--- config.mk ---
export PLATFORM = sky130hd
export DESIGN_NAME = session_window_check_flat
export DESIGN_NICKNAME = d
export VERILOG_FILES = /design/src/rtl/swc_pkg.sv /design/src/rtl/swc_if.sv /design/src/rtl/swc_daysplit.sv /design/src/rtl/swc_eval.sv /design/src/rtl/swc_skid.sv /design/src/rtl/session_window_check.sv /design/src/flat_wrapper.sv
export SDC_FILE = /design/constraint.sdc
export NUM_CORES = 2
export LEC_CHECK = 0
export BUFFER_PORTS_ARGS = -buffer_cell sky130_fd_sc_hd__buf_4
export CAP_MARGIN = 25
export CELL_PAD_IN_SITES_DETAIL_PLACEMENT = 1
export CELL_PAD_IN_SITES_GLOBAL_PLACEMENT = 1
export CORE_MARGIN = 3
export CORE_UTILIZATION = 53
export DETAILED_ROUTE_END_ITERATION = 16
export PLACE_DENSITY_LB_ADDON = 0.1
export SLEW_MARGIN = 20
export SYNTH_ARGS = -nofsm -noshare
export SYNTH_HDL_FRONTEND = slang
export SYNTH_SLANG_ARGS = --single-unit
--- constraint.sdc ---
create_clock -name clk -period 19.3 [get_ports clk]
set_clock_uncertainty 0.05 [all_clocks]
set_input_delay 3.86 -clock clk [delete_from_list [all_inputs] [get_ports clk]]
set_output_delay 3.86 -clock clk [all_outputs]
set_load 0.05 [all_outputs]
--- src/rtl/swc_pkg.sv ---
package swc_pkg;

	localparam int TOD_W       = 17;
	localparam int WDAY_W      = 3;
	localparam int LOW_BITS    = 7;
	localparam int DIGIT_W     = 8;
	localparam int REM_W       = 10;
	localparam int VAL_W       = REM_W + DIGIT_W;
	localparam int RECIP_W     = 19;
	localparam int RECIP_SHIFT = 28;
	localparam int LEN_W       = 19;

	// 86400 = 675 * 2^7
	localparam logic [TOD_W-1:0]   DAY_SECONDS = 17'd86400;
	localparam logic [REM_W-1:0]   DIV_ODD     = 10'd675;
	localparam logic [RECIP_W-1:0] DIV_RECIP   = 19'd397683;   // ceil(2^28 / 675)

	localparam logic [WDAY_W-1:0] WEEK_DAYS  = 3'd7;
	localparam logic [WDAY_W-1:0] EPOCH_WDAY = 3'd4;           // day 0 is a Thursday
	localparam logic [WDAY_W-1:0] DAILY_MODE = 3'd0;

	localparam int CFG_IDX_W  = 2;
	localparam int CFG_DATA_W = 17;

	localparam logic [CFG_IDX_W-1:0] CFG_START_TIME = 2'd0;
	localparam logic [CFG_IDX_W-1:0] CFG_END_TIME   = 2'd1;
	localparam logic [CFG_IDX_W-1:0] CFG_START_DAY  = 2'd2;
	localparam logic [CFG_IDX_W-1:0] CFG_END_DAY    = 2'd3;

	typedef struct packed {
		logic [TOD_W-1:0]  start_time;
		logic [TOD_W-1:0]  end_time;
		logic [WDAY_W-1:0] start_day;
		logic [WDAY_W-1:0] end_day;
	} cfg_t;

	typedef struct packed {
		logic first_in_session;
		logic second_in_session;
		logic same_session;
	} res_t;

	// x mod 7 for x < 512, folding octal digits since 8 = 1 mod 7
	function automatic logic [WDAY_W-1:0] mod7_9(input logic [8:0] x);
		logic [4:0] s;
		logic [3:0] f;
		s = 5'(x[8:6]) + 5'(x[5:3]) + 5'(x[2:0]);
		f = 4'(s[4:3]) + 4'(s[2:0]);
		if (f >= 4'(WEEK_DAYS)) begin
			f = f - 4'(WEEK_DAYS);
		end
		return f[WDAY_W-1:0];
	endfunction

	// day mod 7 to weekday, 1 = Sunday
	function automatic logic [WDAY_W-1:0] wday_of(input logic [WDAY_W-1:0] dm);
		logic [3:0] s;
		s = 4'(dm) + 4'(EPOCH_WDAY);
		if (s >= 4'(WEEK_DAYS)) begin
			s = s - 4'(WEEK_DAYS);
		end
		return s[WDAY_W-1:0] + 3'd1;
	endfunction

endpackage

--- src/rtl/swc_if.sv ---
interface swc_in_if #(parameter int STAMP_BITS = 36);
	logic                  valid;
	logic                  ready;
	logic [STAMP_BITS-1:0] first_time;
	logic [STAMP_BITS-1:0] second_time;

	modport source(output valid, output first_time, output second_time, input ready);
	modport sink(input valid, input first_time, input second_time, output ready);
endinterface

interface swc_out_if;
	logic valid;
	logic ready;
	logic first_in_session;
	logic second_in_session;
	logic same_session;

	modport source(output valid, output first_in_session, output second_in_session,
		output same_session, input ready);
	modport sink(input valid, input first_in_session, input second_in_session,
		input same_session, output ready);
endinterface

--- src/rtl/swc_daysplit.sv ---
module swc_daysplit #(
	parameter int STAMP_BITS = 36,
	localparam int NDIG = (STAMP_BITS - swc_pkg::LOW_BITS + swc_pkg::DIGIT_W - 1)
		/ swc_pkg::DIGIT_W,
	localparam int DAY_BITS = NDIG * swc_pkg::DIGIT_W
) (
	input  logic                        clk,
	input  logic                        en,
	input  logic [STAMP_BITS-1:0]       stamp_in,
	output logic [STAMP_BITS-1:0]       stamp,
	output logic [DAY_BITS-1:0]         day,
	output logic [swc_pkg::TOD_W-1:0]   tod,
	output logic [swc_pkg::WDAY_W-1:0]  wday
);

	localparam int PROD_W = swc_pkg::VAL_W + swc_pkg::RECIP_W;

	logic [STAMP_BITS-1:0]          stamp_s [0:NDIG];
	logic [swc_pkg::REM_W-1:0]      rem_s   [1:NDIG];
	logic [DAY_BITS-1:0]            quo_s   [1:NDIG];
	logic [swc_pkg::WDAY_W-1:0]     dmod_s  [1:NDIG];

	logic [swc_pkg::REM_W-1:0]      nxt_rem  [0:NDIG-1];
	logic [DAY_BITS-1:0]            nxt_quo  [0:NDIG-1];
	logic [swc_pkg::WDAY_W-1:0]     nxt_dmod [0:NDIG-1];

	// long division of stamp >> 7 by 675, one byte per stage, MSB first
	for (genvar i = 0; i < NDIG; i++) begin : g_digit
		logic [DAY_BITS-1:0]          upad;
		logic [swc_pkg::REM_W-1:0]    rem_in;
		logic [DAY_BITS-1:0]          quo_in;
		logic [swc_pkg::WDAY_W-1:0]   dm_in;
		logic [swc_pkg::VAL_W-1:0]    val;
		logic [PROD_W-1:0]            prod;
		logic [swc_pkg::DIGIT_W-1:0]  qd;
		logic [swc_pkg::VAL_W-1:0]    back;

		assign upad = DAY_BITS'(stamp_s[i] >> swc_pkg::LOW_BITS);

		if (i == 0) begin : g_first
			assign rem_in = '0;
			assign quo_in = '0;
			assign dm_in  = '0;
		end else begin : g_next
			assign rem_in = rem_s[i];
			assign quo_in = quo_s[i];
			assign dm_in  = dmod_s[i];
		end

		assign val  = {rem_in, upad[(NDIG-1-i)*swc_pkg::DIGIT_W +: swc_pkg::DIGIT_W]};
		assign prod = PROD_W'(val) * PROD_W'(swc_pkg::DIV_RECIP);
		assign qd   = prod[swc_pkg::RECIP_SHIFT +: swc_pkg::DIGIT_W];
		assign back = val - swc_pkg::VAL_W'(qd) * swc_pkg::VAL_W'(swc_pkg::DIV_ODD);

		assign nxt_rem[i]  = back[swc_pkg::REM_W-1:0];
		assign nxt_quo[i]  = {quo_in[DAY_BITS-swc_pkg::DIGIT_W-1:0], qd};
		// 256 = 4 mod 7
		assign nxt_dmod[i] = swc_pkg::mod7_9(9'({dm_in, 2'b00}) + 9'(qd));
	end

	always_ff @(posedge clk) begin
		if (en) begin
			stamp_s[0] <= stamp_in;
			for (int k = 0; k < NDIG; k++) begin
				stamp_s[k+1] <= stamp_s[k];
				rem_s[k+1]   <= nxt_rem[k];
				quo_s[k+1]   <= nxt_quo[k];
				dmod_s[k+1]  <= nxt_dmod[k];
			end
		end
	end

	assign stamp = stamp_s[NDIG];
	assign day   = quo_s[NDIG];
	assign tod   = {rem_s[NDIG], stamp_s[NDIG][swc_pkg::LOW_BITS-1:0]};
	assign wday  = swc_pkg::wday_of(dmod_s[NDIG]);

endmodule

--- src/rtl/swc_eval.sv ---
module swc_eval #(
	parameter int STAMP_BITS = 36,
	parameter int DAY_BITS   = 32
) (
	input  swc_pkg::cfg_t                cfg,
	input  logic [STAMP_BITS-1:0]        first_stamp,
	input  logic [STAMP_BITS-1:0]        second_stamp,
	input  logic [DAY_BITS-1:0]          first_day,
	input  logic [DAY_BITS-1:0]          second_day,
	input  logic [swc_pkg::TOD_W-1:0]    first_tod,
	input  logic [swc_pkg::TOD_W-1:0]    second_tod,
	input  logic [swc_pkg::WDAY_W-1:0]   first_wday,
	input  logic [swc_pkg::WDAY_W-1:0]   second_wday,
	output swc_pkg::res_t                res
);

	localparam int KEY_W = DAY_BITS + 2;
	localparam int TW    = swc_pkg::TOD_W;
	localparam int WW    = swc_pkg::WDAY_W;
	localparam int LW    = swc_pkg::LEN_W;

	function automatic logic day_inside(input logic [TW-1:0] t, input logic [TW-1:0] st,
		input logic [TW-1:0] et);
		if (st < et) begin
			return t >= st && t <= et;
		end
		return t >= st || t <= et;
	endfunction

	function automatic logic week_inside(input logic [TW-1:0] t, input logic [WW-1:0] wd,
		input logic [TW-1:0] st, input logic [TW-1:0] et, input logic [WW-1:0] sd,
		input logic [WW-1:0] ed);
		logic outside;
		priority if (sd == ed) begin
			outside = t < st && t > et;
		end else if (sd < ed) begin
			outside = wd < sd || wd > ed || (wd == sd && t < st) || (wd == ed && t > et);
		end else begin
			outside = (wd < sd && wd > ed) || (wd == sd && t < st) || (wd == ed && t > et);
		end
		return !outside;
	endfunction

	// session instance key: day number minus weekday offset to start day
	function automatic logic signed [KEY_W-1:0] week_key(input logic [DAY_BITS-1:0] d,
		input logic [TW-1:0] t, input logic [WW-1:0] wd, input logic [TW-1:0] st,
		input logic [WW-1:0] sd);
		logic signed [3:0] r;
		r = signed'(4'(wd)) - signed'(4'(sd));
		if (r == 4'sd0 && t < st) begin
			r = signed'(4'(swc_pkg::WEEK_DAYS));
		end
		return signed'({2'b00, d}) - KEY_W'(r);
	endfunction

	logic                  daily;
	logic [TW-1:0]         st;
	logic [TW-1:0]         et;
	logic [TW-1:0]         et_eff;
	logic                  in1;
	logic                  in2;
	logic                  stamps_eq;
	logic                  stamps_gt;
	logic [STAMP_BITS-1:0] diff;
	logic signed [LW-1:0]  len;
	logic signed [LW-1:0]  d0;
	logic signed [LW-1:0]  dofs;
	logic signed [LW-1:0]  lim;
	logic signed [LW-1:0]  bound;
	logic                  span_ok;
	logic                  daily_same;
	logic                  weekly_same;

	assign st     = cfg.start_time;
	assign et     = cfg.end_time;
	assign daily  = cfg.start_day == swc_pkg::DAILY_MODE || cfg.end_day == swc_pkg::DAILY_MODE;
	assign et_eff = (cfg.start_day == cfg.end_day && et > st) ? st : et;

	assign in1 = daily ? day_inside(first_tod, st, et)
		: week_inside(first_tod, first_wday, st, et_eff, cfg.start_day, cfg.end_day);
	assign in2 = daily ? day_inside(second_tod, st, et)
		: week_inside(second_tod, second_wday, st, et_eff, cfg.start_day, cfg.end_day);

	assign stamps_eq = first_stamp == second_stamp;
	assign stamps_gt = first_stamp > second_stamp;
	assign diff      = stamps_gt ? first_stamp - second_stamp : second_stamp - first_stamp;

	// overnight session: length and time left in it after the second stamp
	assign len   = LW'(swc_pkg::DAY_SECONDS) - LW'(st) + LW'(et);
	assign d0    = LW'(second_tod) - LW'(st);
	assign dofs  = (d0 < 0) ? d0 + LW'(swc_pkg::DAY_SECONDS) : d0;
	assign lim   = len - dofs;
	assign bound = stamps_gt ? lim : len;
	assign span_ok = bound > 0 && diff < STAMP_BITS'(bound[LW-2:0]);

	assign daily_same  = (st <= et) ? first_day == second_day : span_ok;
	assign weekly_same = week_key(first_day, first_tod, first_wday, st, cfg.start_day)
		== week_key(second_day, second_tod, second_wday, st, cfg.start_day);

	assign res.first_in_session  = in1;
	assign res.second_in_session = in2;
	assign res.same_session      = in1 && in2
		&& (stamps_eq || (daily ? daily_same : weekly_same));

endmodule

--- src/rtl/swc_skid.sv ---
module swc_skid (
	input  logic             clk,
	input  logic             arst_n,
	input  logic             in_valid,
	output logic             in_ready,
	input  swc_pkg::res_t    in_res,
	swc_out_if.source        out
);

	logic          out_valid_q;
	logic          skid_valid_q;
	swc_pkg::res_t out_res_q;
	swc_pkg::res_t skid_res_q;
	logic          drain;

	assign drain    = !out_valid_q || out.ready;
	assign in_ready = !skid_valid_q;

	always_ff @(posedge clk or negedge arst_n) begin
		if (!arst_n) begin
			out_valid_q  <= 1'b0;
			skid_valid_q <= 1'b0;
		end else if (drain) begin
			if (skid_valid_q) begin
				out_valid_q  <= 1'b1;
				skid_valid_q <= 1'b0;
			end else begin
				out_valid_q <= in_valid;
			end
		end else if (in_valid && !skid_valid_q) begin
			skid_valid_q <= 1'b1;
		end
	end

	always_ff @(posedge clk) begin
		if (drain) begin
			out_res_q <= skid_valid_q ? skid_res_q : in_res;
		end else if (in_valid && !skid_valid_q) begin
			skid_res_q <= in_res;
		end
	end

	assign out.valid             = out_valid_q;
	assign out.first_in_session  = out_res_q.first_in_session;
	assign out.second_in_session = out_res_q.second_in_session;
	assign out.same_session      = out_res_q.same_session;

endmodule

--- src/rtl/session_window_check.sv ---
// Session window check. Each transaction carries two UTC epoch-second stamps and
// returns whether each lies inside the configured trading session and whether
// both fall in the same session instance. One transaction is taken every cycle
// while ready is high. The pipeline is an input register, NDIG stages with
// NDIG = ceil((STAMP_BITS - 7) / 8) (NDIG is 4 at the default width), one per
// byte of the divide-by-86400 pipeline that yields day number, time of day and
// weekday, and the output register. The output has a two-entry skid, so ready
// drops only once two results are waiting.
// Configuration writes take effect immediately and belong in idle periods.
module session_window_check #(
	parameter int STAMP_BITS = 36
) (
	input  logic                             clk,
	input  logic                             arst_n,
	swc_in_if.sink                           stamps,
	swc_out_if.source                        verdict,
	input  logic                             cfg_we,
	input  logic [swc_pkg::CFG_IDX_W-1:0]    cfg_idx,
	input  logic [swc_pkg::CFG_DATA_W-1:0]   cfg_data
);

	localparam int NDIG = (STAMP_BITS - swc_pkg::LOW_BITS + swc_pkg::DIGIT_W - 1)
		/ swc_pkg::DIGIT_W;
	localparam int DAY_BITS = NDIG * swc_pkg::DIGIT_W;

	swc_pkg::cfg_t cfg_q;
	logic          en;
	logic          vld_s [0:NDIG];

	logic [STAMP_BITS-1:0]          first_stamp;
	logic [STAMP_BITS-1:0]          second_stamp;
	logic [DAY_BITS-1:0]            first_day;
	logic [DAY_BITS-1:0]            second_day;
	logic [swc_pkg::TOD_W-1:0]      first_tod;
	logic [swc_pkg::TOD_W-1:0]      second_tod;
	logic [swc_pkg::WDAY_W-1:0]     first_wday;
	logic [swc_pkg::WDAY_W-1:0]     second_wday;
	swc_pkg::res_t                  res;

	always_ff @(posedge clk or negedge arst_n) begin
		if (!arst_n) begin
			cfg_q <= '0;
		end else if (cfg_we) begin
			unique case (cfg_idx)
				swc_pkg::CFG_START_TIME: cfg_q.start_time <= cfg_data;
				swc_pkg::CFG_END_TIME:   cfg_q.end_time   <= cfg_data;
				swc_pkg::CFG_START_DAY:  cfg_q.start_day  <= cfg_data[swc_pkg::WDAY_W-1:0];
				swc_pkg::CFG_END_DAY:    cfg_q.end_day    <= cfg_data[swc_pkg::WDAY_W-1:0];
				default:                 cfg_q <= cfg_q;
			endcase
		end
	end

	assign stamps.ready = en;

	always_ff @(posedge clk or negedge arst_n) begin
		if (!arst_n) begin
			for (int k = 0; k <= NDIG; k++) begin
				vld_s[k] <= 1'b0;
			end
		end else if (en) begin
			vld_s[0] <= stamps.valid;
			for (int k = 0; k < NDIG; k++) begin
				vld_s[k+1] <= vld_s[k];
			end
		end
	end

	swc_daysplit #(.STAMP_BITS(STAMP_BITS)) u_split_first (
		.clk      (clk),
		.en       (en),
		.stamp_in (stamps.first_time),
		.stamp    (first_stamp),
		.day      (first_day),
		.tod      (first_tod),
		.wday     (first_wday)
	);

	swc_daysplit #(.STAMP_BITS(STAMP_BITS)) u_split_second (
		.clk      (clk),
		.en       (en),
		.stamp_in (stamps.second_time),
		.stamp    (second_stamp),
		.day      (second_day),
		.tod      (second_tod),
		.wday     (second_wday)
	);

	swc_eval #(.STAMP_BITS(STAMP_BITS), .DAY_BITS(DAY_BITS)) u_eval (
		.cfg          (cfg_q),
		.first_stamp  (first_stamp),
		.second_stamp (second_stamp),
		.first_day    (first_day),
		.second_day   (second_day),
		.first_tod    (first_tod),
		.second_tod   (second_tod),
		.first_wday   (first_wday),
		.second_wday  (second_wday),
		.res          (res)
	);

	swc_skid u_skid (
		.clk      (clk),
		.arst_n   (arst_n),
		.in_valid (vld_s[NDIG]),
		.in_ready (en),
		.in_res   (res),
		.out      (verdict)
	);

endmodule
--- src/flat_wrapper.sv ---
// flat-port wrapper written by rule: the top's interface ports become plain ports
module session_window_check_flat 
#(
	parameter int STAMP_BITS = 36
)
  (clk, arst_n, cfg_we, cfg_idx, cfg_data, stamps_valid, stamps_first_time, stamps_second_time, stamps_ready, verdict_valid, verdict_first_in_session, verdict_second_in_session, verdict_same_session, verdict_ready);
  swc_in_if #(.STAMP_BITS(STAMP_BITS)) stamps_i ();
  swc_out_if verdict_i ();
  input  logic clk;
  input  logic arst_n;
  input  logic cfg_we;
  input  logic [swc_pkg::CFG_IDX_W-1:0] cfg_idx;
  input  logic [swc_pkg::CFG_DATA_W-1:0] cfg_data;
  input wire logic [$bits(stamps_i.valid)-1:0] stamps_valid;
  input wire logic [$bits(stamps_i.first_time)-1:0] stamps_first_time;
  input wire logic [$bits(stamps_i.second_time)-1:0] stamps_second_time;
  output wire logic [$bits(stamps_i.ready)-1:0] stamps_ready;
  output wire logic [$bits(verdict_i.valid)-1:0] verdict_valid;
  output wire logic [$bits(verdict_i.first_in_session)-1:0] verdict_first_in_session;
  output wire logic [$bits(verdict_i.second_in_session)-1:0] verdict_second_in_session;
  output wire logic [$bits(verdict_i.same_session)-1:0] verdict_same_session;
  input wire logic [$bits(verdict_i.ready)-1:0] verdict_ready;
  assign stamps_i.valid = stamps_valid;
  assign stamps_i.first_time = stamps_first_time;
  assign stamps_i.second_time = stamps_second_time;
  assign stamps_ready = stamps_i.ready;
  assign verdict_valid = verdict_i.valid;
  assign verdict_first_in_session = verdict_i.first_in_session;
  assign verdict_second_in_session = verdict_i.second_in_session;
  assign verdict_same_session = verdict_i.same_session;
  assign verdict_i.ready = verdict_ready;
  session_window_check #(.STAMP_BITS(STAMP_BITS)) u_core (.clk(clk), .arst_n(arst_n), .stamps(stamps_i), .verdict(verdict_i), .cfg_we(cfg_we), .cfg_idx(cfg_idx), .cfg_data(cfg_data));
endmodule
==> results.toml <==
[timing]
setup_repair_after_global_routing_missed_its_margin = "false"
time_the_worst_path_needs_with_i_o_delays_and_setup_ps = 11140
min_period_over_period_pct = 57.7
slew_headroom_pct = 28.9
tightestPinTransition_ps = 1050
final-max-slew-violation-count = 0
hold_viol_final = 0
setup_total_negative_slack_ps = 0
timing.fmax_mhz = 89.7
setup-violations-final = 0

[placement]
placedCellCount = 7917
numPortBuffers = 100
place_congestion = 0.922
dp_hpwl_um = 150000

[logic_synthesis]
syn-num-nets = 8343
synth_async_sr_flop_share_pct = 8.17
ys_seq_area_share_pct = 25.6
number_of_distinct_standard_cells_referenced_by_the_synthesized_netlist = 92
synthFlopType = "edfxtp_1"
synth_enable_flop_cells = 528
post_synth.cell_area_avg_um2 = 10.7
mappedNetlistArea_um2 = 66500
netlist_instances = 6208
synth-seq-cells = 575
yosys_warnings = 0

[global_route]
first_global_vias = 51300
maximum_number_of_pins_on_one_net_before_global_route_repair = 86
globalRouteOverflowTotal = 0
gr-usage-all-layers_pct = 28.6
initial_antenna_violation_count = 3
grt_pass1_wl_um = 289000

[clock_network]
post_cts.repair.setup_buffers = 0
cts-htree-levels = 3
clk_pin_slew_ps = 70
tritoncts.num_buffers = 72
hold_buffers = 0
clock_tree.buffer_depth = 3
clock_latency_on_the_worst_skew_pair_ps = 690
clock_sinks = 575
root_buffer = "clkbuf_16"
tritoncts_clock_tree = "built"
cts_resized = 0

[setup_path]
slowest_stage = "a311oi_1"
worst_setup_ep_type = "flop"
setup.worst_path.class = "reg -> reg"
cp.required_ps = 19660
setup.worst_path.start_class = "flop"
worst-path-max-fanout = 7
critPathMaxStageDelay_ps = 720
cp_common_cell = "fa_1"
timing.critical_path.arrival_ps = 11510

[floorplanning]
design.core.area_um2 = 124000
initial_core_util_pct = 53.6
die_height_um = 360
design.portCount = 101
number_of_rows_created_at_floorplan = 129
fp.dieW_um = 360
design.die.area_um2 = 130000

[detailed_routing]
wl_per_cell_um = 22.6
viasPerCell = 5.66
route.antenna.remaining_nets = 0
initial_drc_count = 2232
drc_errors = 0
first_pass_iters = 7
total_via_count_in_the_routed_design = 45600
routed_wl_um = 182000

[status]
result_of_the_run = "finished clean"

[run]
cap_violations = 0

[cells_and_area]
area.growth.synth_to_final_pct = 8.00
share_of_layout_cells_above_drive_strength_1_pct = 5.33
nNetsFinal = 8490
layoutNonFillerInstCount = 8054

[min_path]
hold_path.class = "reg -> reg"
## state kept, by name, summed over array words and instances (netlist names), 9 cells and up
| name | cells |
|---|---|
| u_core.cfg_q | 40 |
| u_core.u_split_second.quo_s | 42 |
| u_core.u_split_first.rem_s | 30 |
| u_core.u_split_first.stamp_s | 180 |
| u_core.u_split_second.dmod_s | 9 |
| u_core.u_split_second.rem_s | 35 |
| u_core.u_split_second.stamp_s | 175 |
| u_core.u_split_first.quo_s | 42 |
| u_core.u_split_first.dmod_s | 9 |
## routing by layer
layer,GRT usage (%),wire length [µm]
met5,0,9
met3,3.19,6160
met1,35.6,76400
met2,50.3,90600
met4,12.1,8770
## critical path, delay by kind of cell, from the launching register on
family	cells	cell delay, ps
AO/OA/AOI/OAI	13	3400
flip-flops	1	540
AND/OR/NAND/NOR	4	520
adder cells (fa/ha/maj)	14	5230
XOR/XNOR	3	770
buffers and inverters	6	350
## cell type report
cell class / count / area (µm²)
antenna: 2 / 5.00
clock buffer: 87 / 1930
clock inverter: 47 / 621
fill: 13400 / 52300
inverter: 1315 / 4940
multi-input combinational: 4265 / 44200
sequential: 575 / 17000
tap: 1637 / 2050
timing repair buffer: 126 / 970
## cells in the mapped netlist (13+ instances only)
master / number / area share (%)
ha_1: 1472 / 28
inv_1: 1315 / 7.4
fa_1: 567 / 17
edfxtp_1: 528 / 24
a21oi_1: 275 / 2.1
xnor2_1: 251 / 3.3
nand2_1: 197 / 1.1
o21ai_0: 188 / 1.4
nor2_1: 186 / 1.1
a21o_1: 139 / 1.6
xor2_1: 107 / 1.4
nor3_1: 63 / 0.47
o21a_1: 63 / 0.71
nand4_1: 62 / 0.58
nand3_1: 60 / 0.45
nand2b_1: 52 / 0.49
dfrtp_1: 47 / 1.8
nor2b_1: 43 / 0.40
mux2_2: 37 / 0.63
mux2i_1: 37 / 0.56
o211ai_1: 36 / 0.41
and3_1: 31 / 0.29
a31oi_1: 30 / 0.28
a211oi_1: 29 / 0.33
and2_1: 29 / 0.27
o21bai_1: 29 / 0.33
buf_2: 22 / 0.17
or2_2: 22 / 0.21
clkbuf_1: 20 / 0.11
nor4_1: 19 / 0.18
a211o_1: 14 / 0.18
a311oi_1: 14 / 0.18
or3_1: 13 / 0.12
## final timing paths
path                                                      from                                   end  slack [ps]  cells past startpoint
setup / recovery            u_core.u_split_second.rem_s[0][34]   u_core.u_split_second.dmod_s[0][13]        8160                     40
hold / removal             u_core.u_split_second.stamp_s[0][8]  u_core.u_split_second.stamp_s[0][44]         360                      0
setup reg to reg            u_core.u_split_second.rem_s[0][34]   u_core.u_split_second.dmod_s[0][13]        8160                     40
hold reg to reg            u_core.u_split_second.stamp_s[0][8]  u_core.u_split_second.stamp_s[0][44]         360                      0
max in group asynchronous                               arst_n                       u_core.cfg_q[6]       15580                      1
min in group asynchronous                               arst_n                      u_core.cfg_q[35]        3160                      1
## stage by stage
stage | util (%) | setup slack [ps] | hold WS [ps] | area, µm²
finish | 57.8 | 8160 | 362 | 71800
global route | 57.8 | 7560 | 373 | 71800
CTS | 57.8 | 8140 | 364 | 71800
detailed placement | 55.8 | 8180 | 356 | 69200
global placement | 55.8 | 8510 | 350 | 69200
floorplan | - | 4470 | 350 | 66500
## cell families (layout without fill, tap and decap cells)
kind of cell	after synthesis	in the layout	share of synthesized area (%)
fa+ha+maj	2043	2043	44.8
buf+inv	1368	1575	7.84
compound gates	957	957	9.30
simple gates	829	829	6.37
flops	575	575	25.6
xor+xnor	362	362	4.85
mux	74	74	1.18
other cells	0	2	0
## layout by cell type (no fill, tap or decap), types with 63 or more instances in the layout
cell,n
inv_1,1314
edfxtp_1,528
a21oi_1,275
buf_4,124
nor2_1,184
clkbuf_16,74
nand2_1,197
xnor2_1,251
a21o_1,139
nor3_1,63
fa_1,567
o21a_1,63
ha_1,1472
xor2_1,107
o21ai_0,188
Power is not shown: default switching activity piles up to over one toggle a cycle in this logic, so the estimate is an artifact.
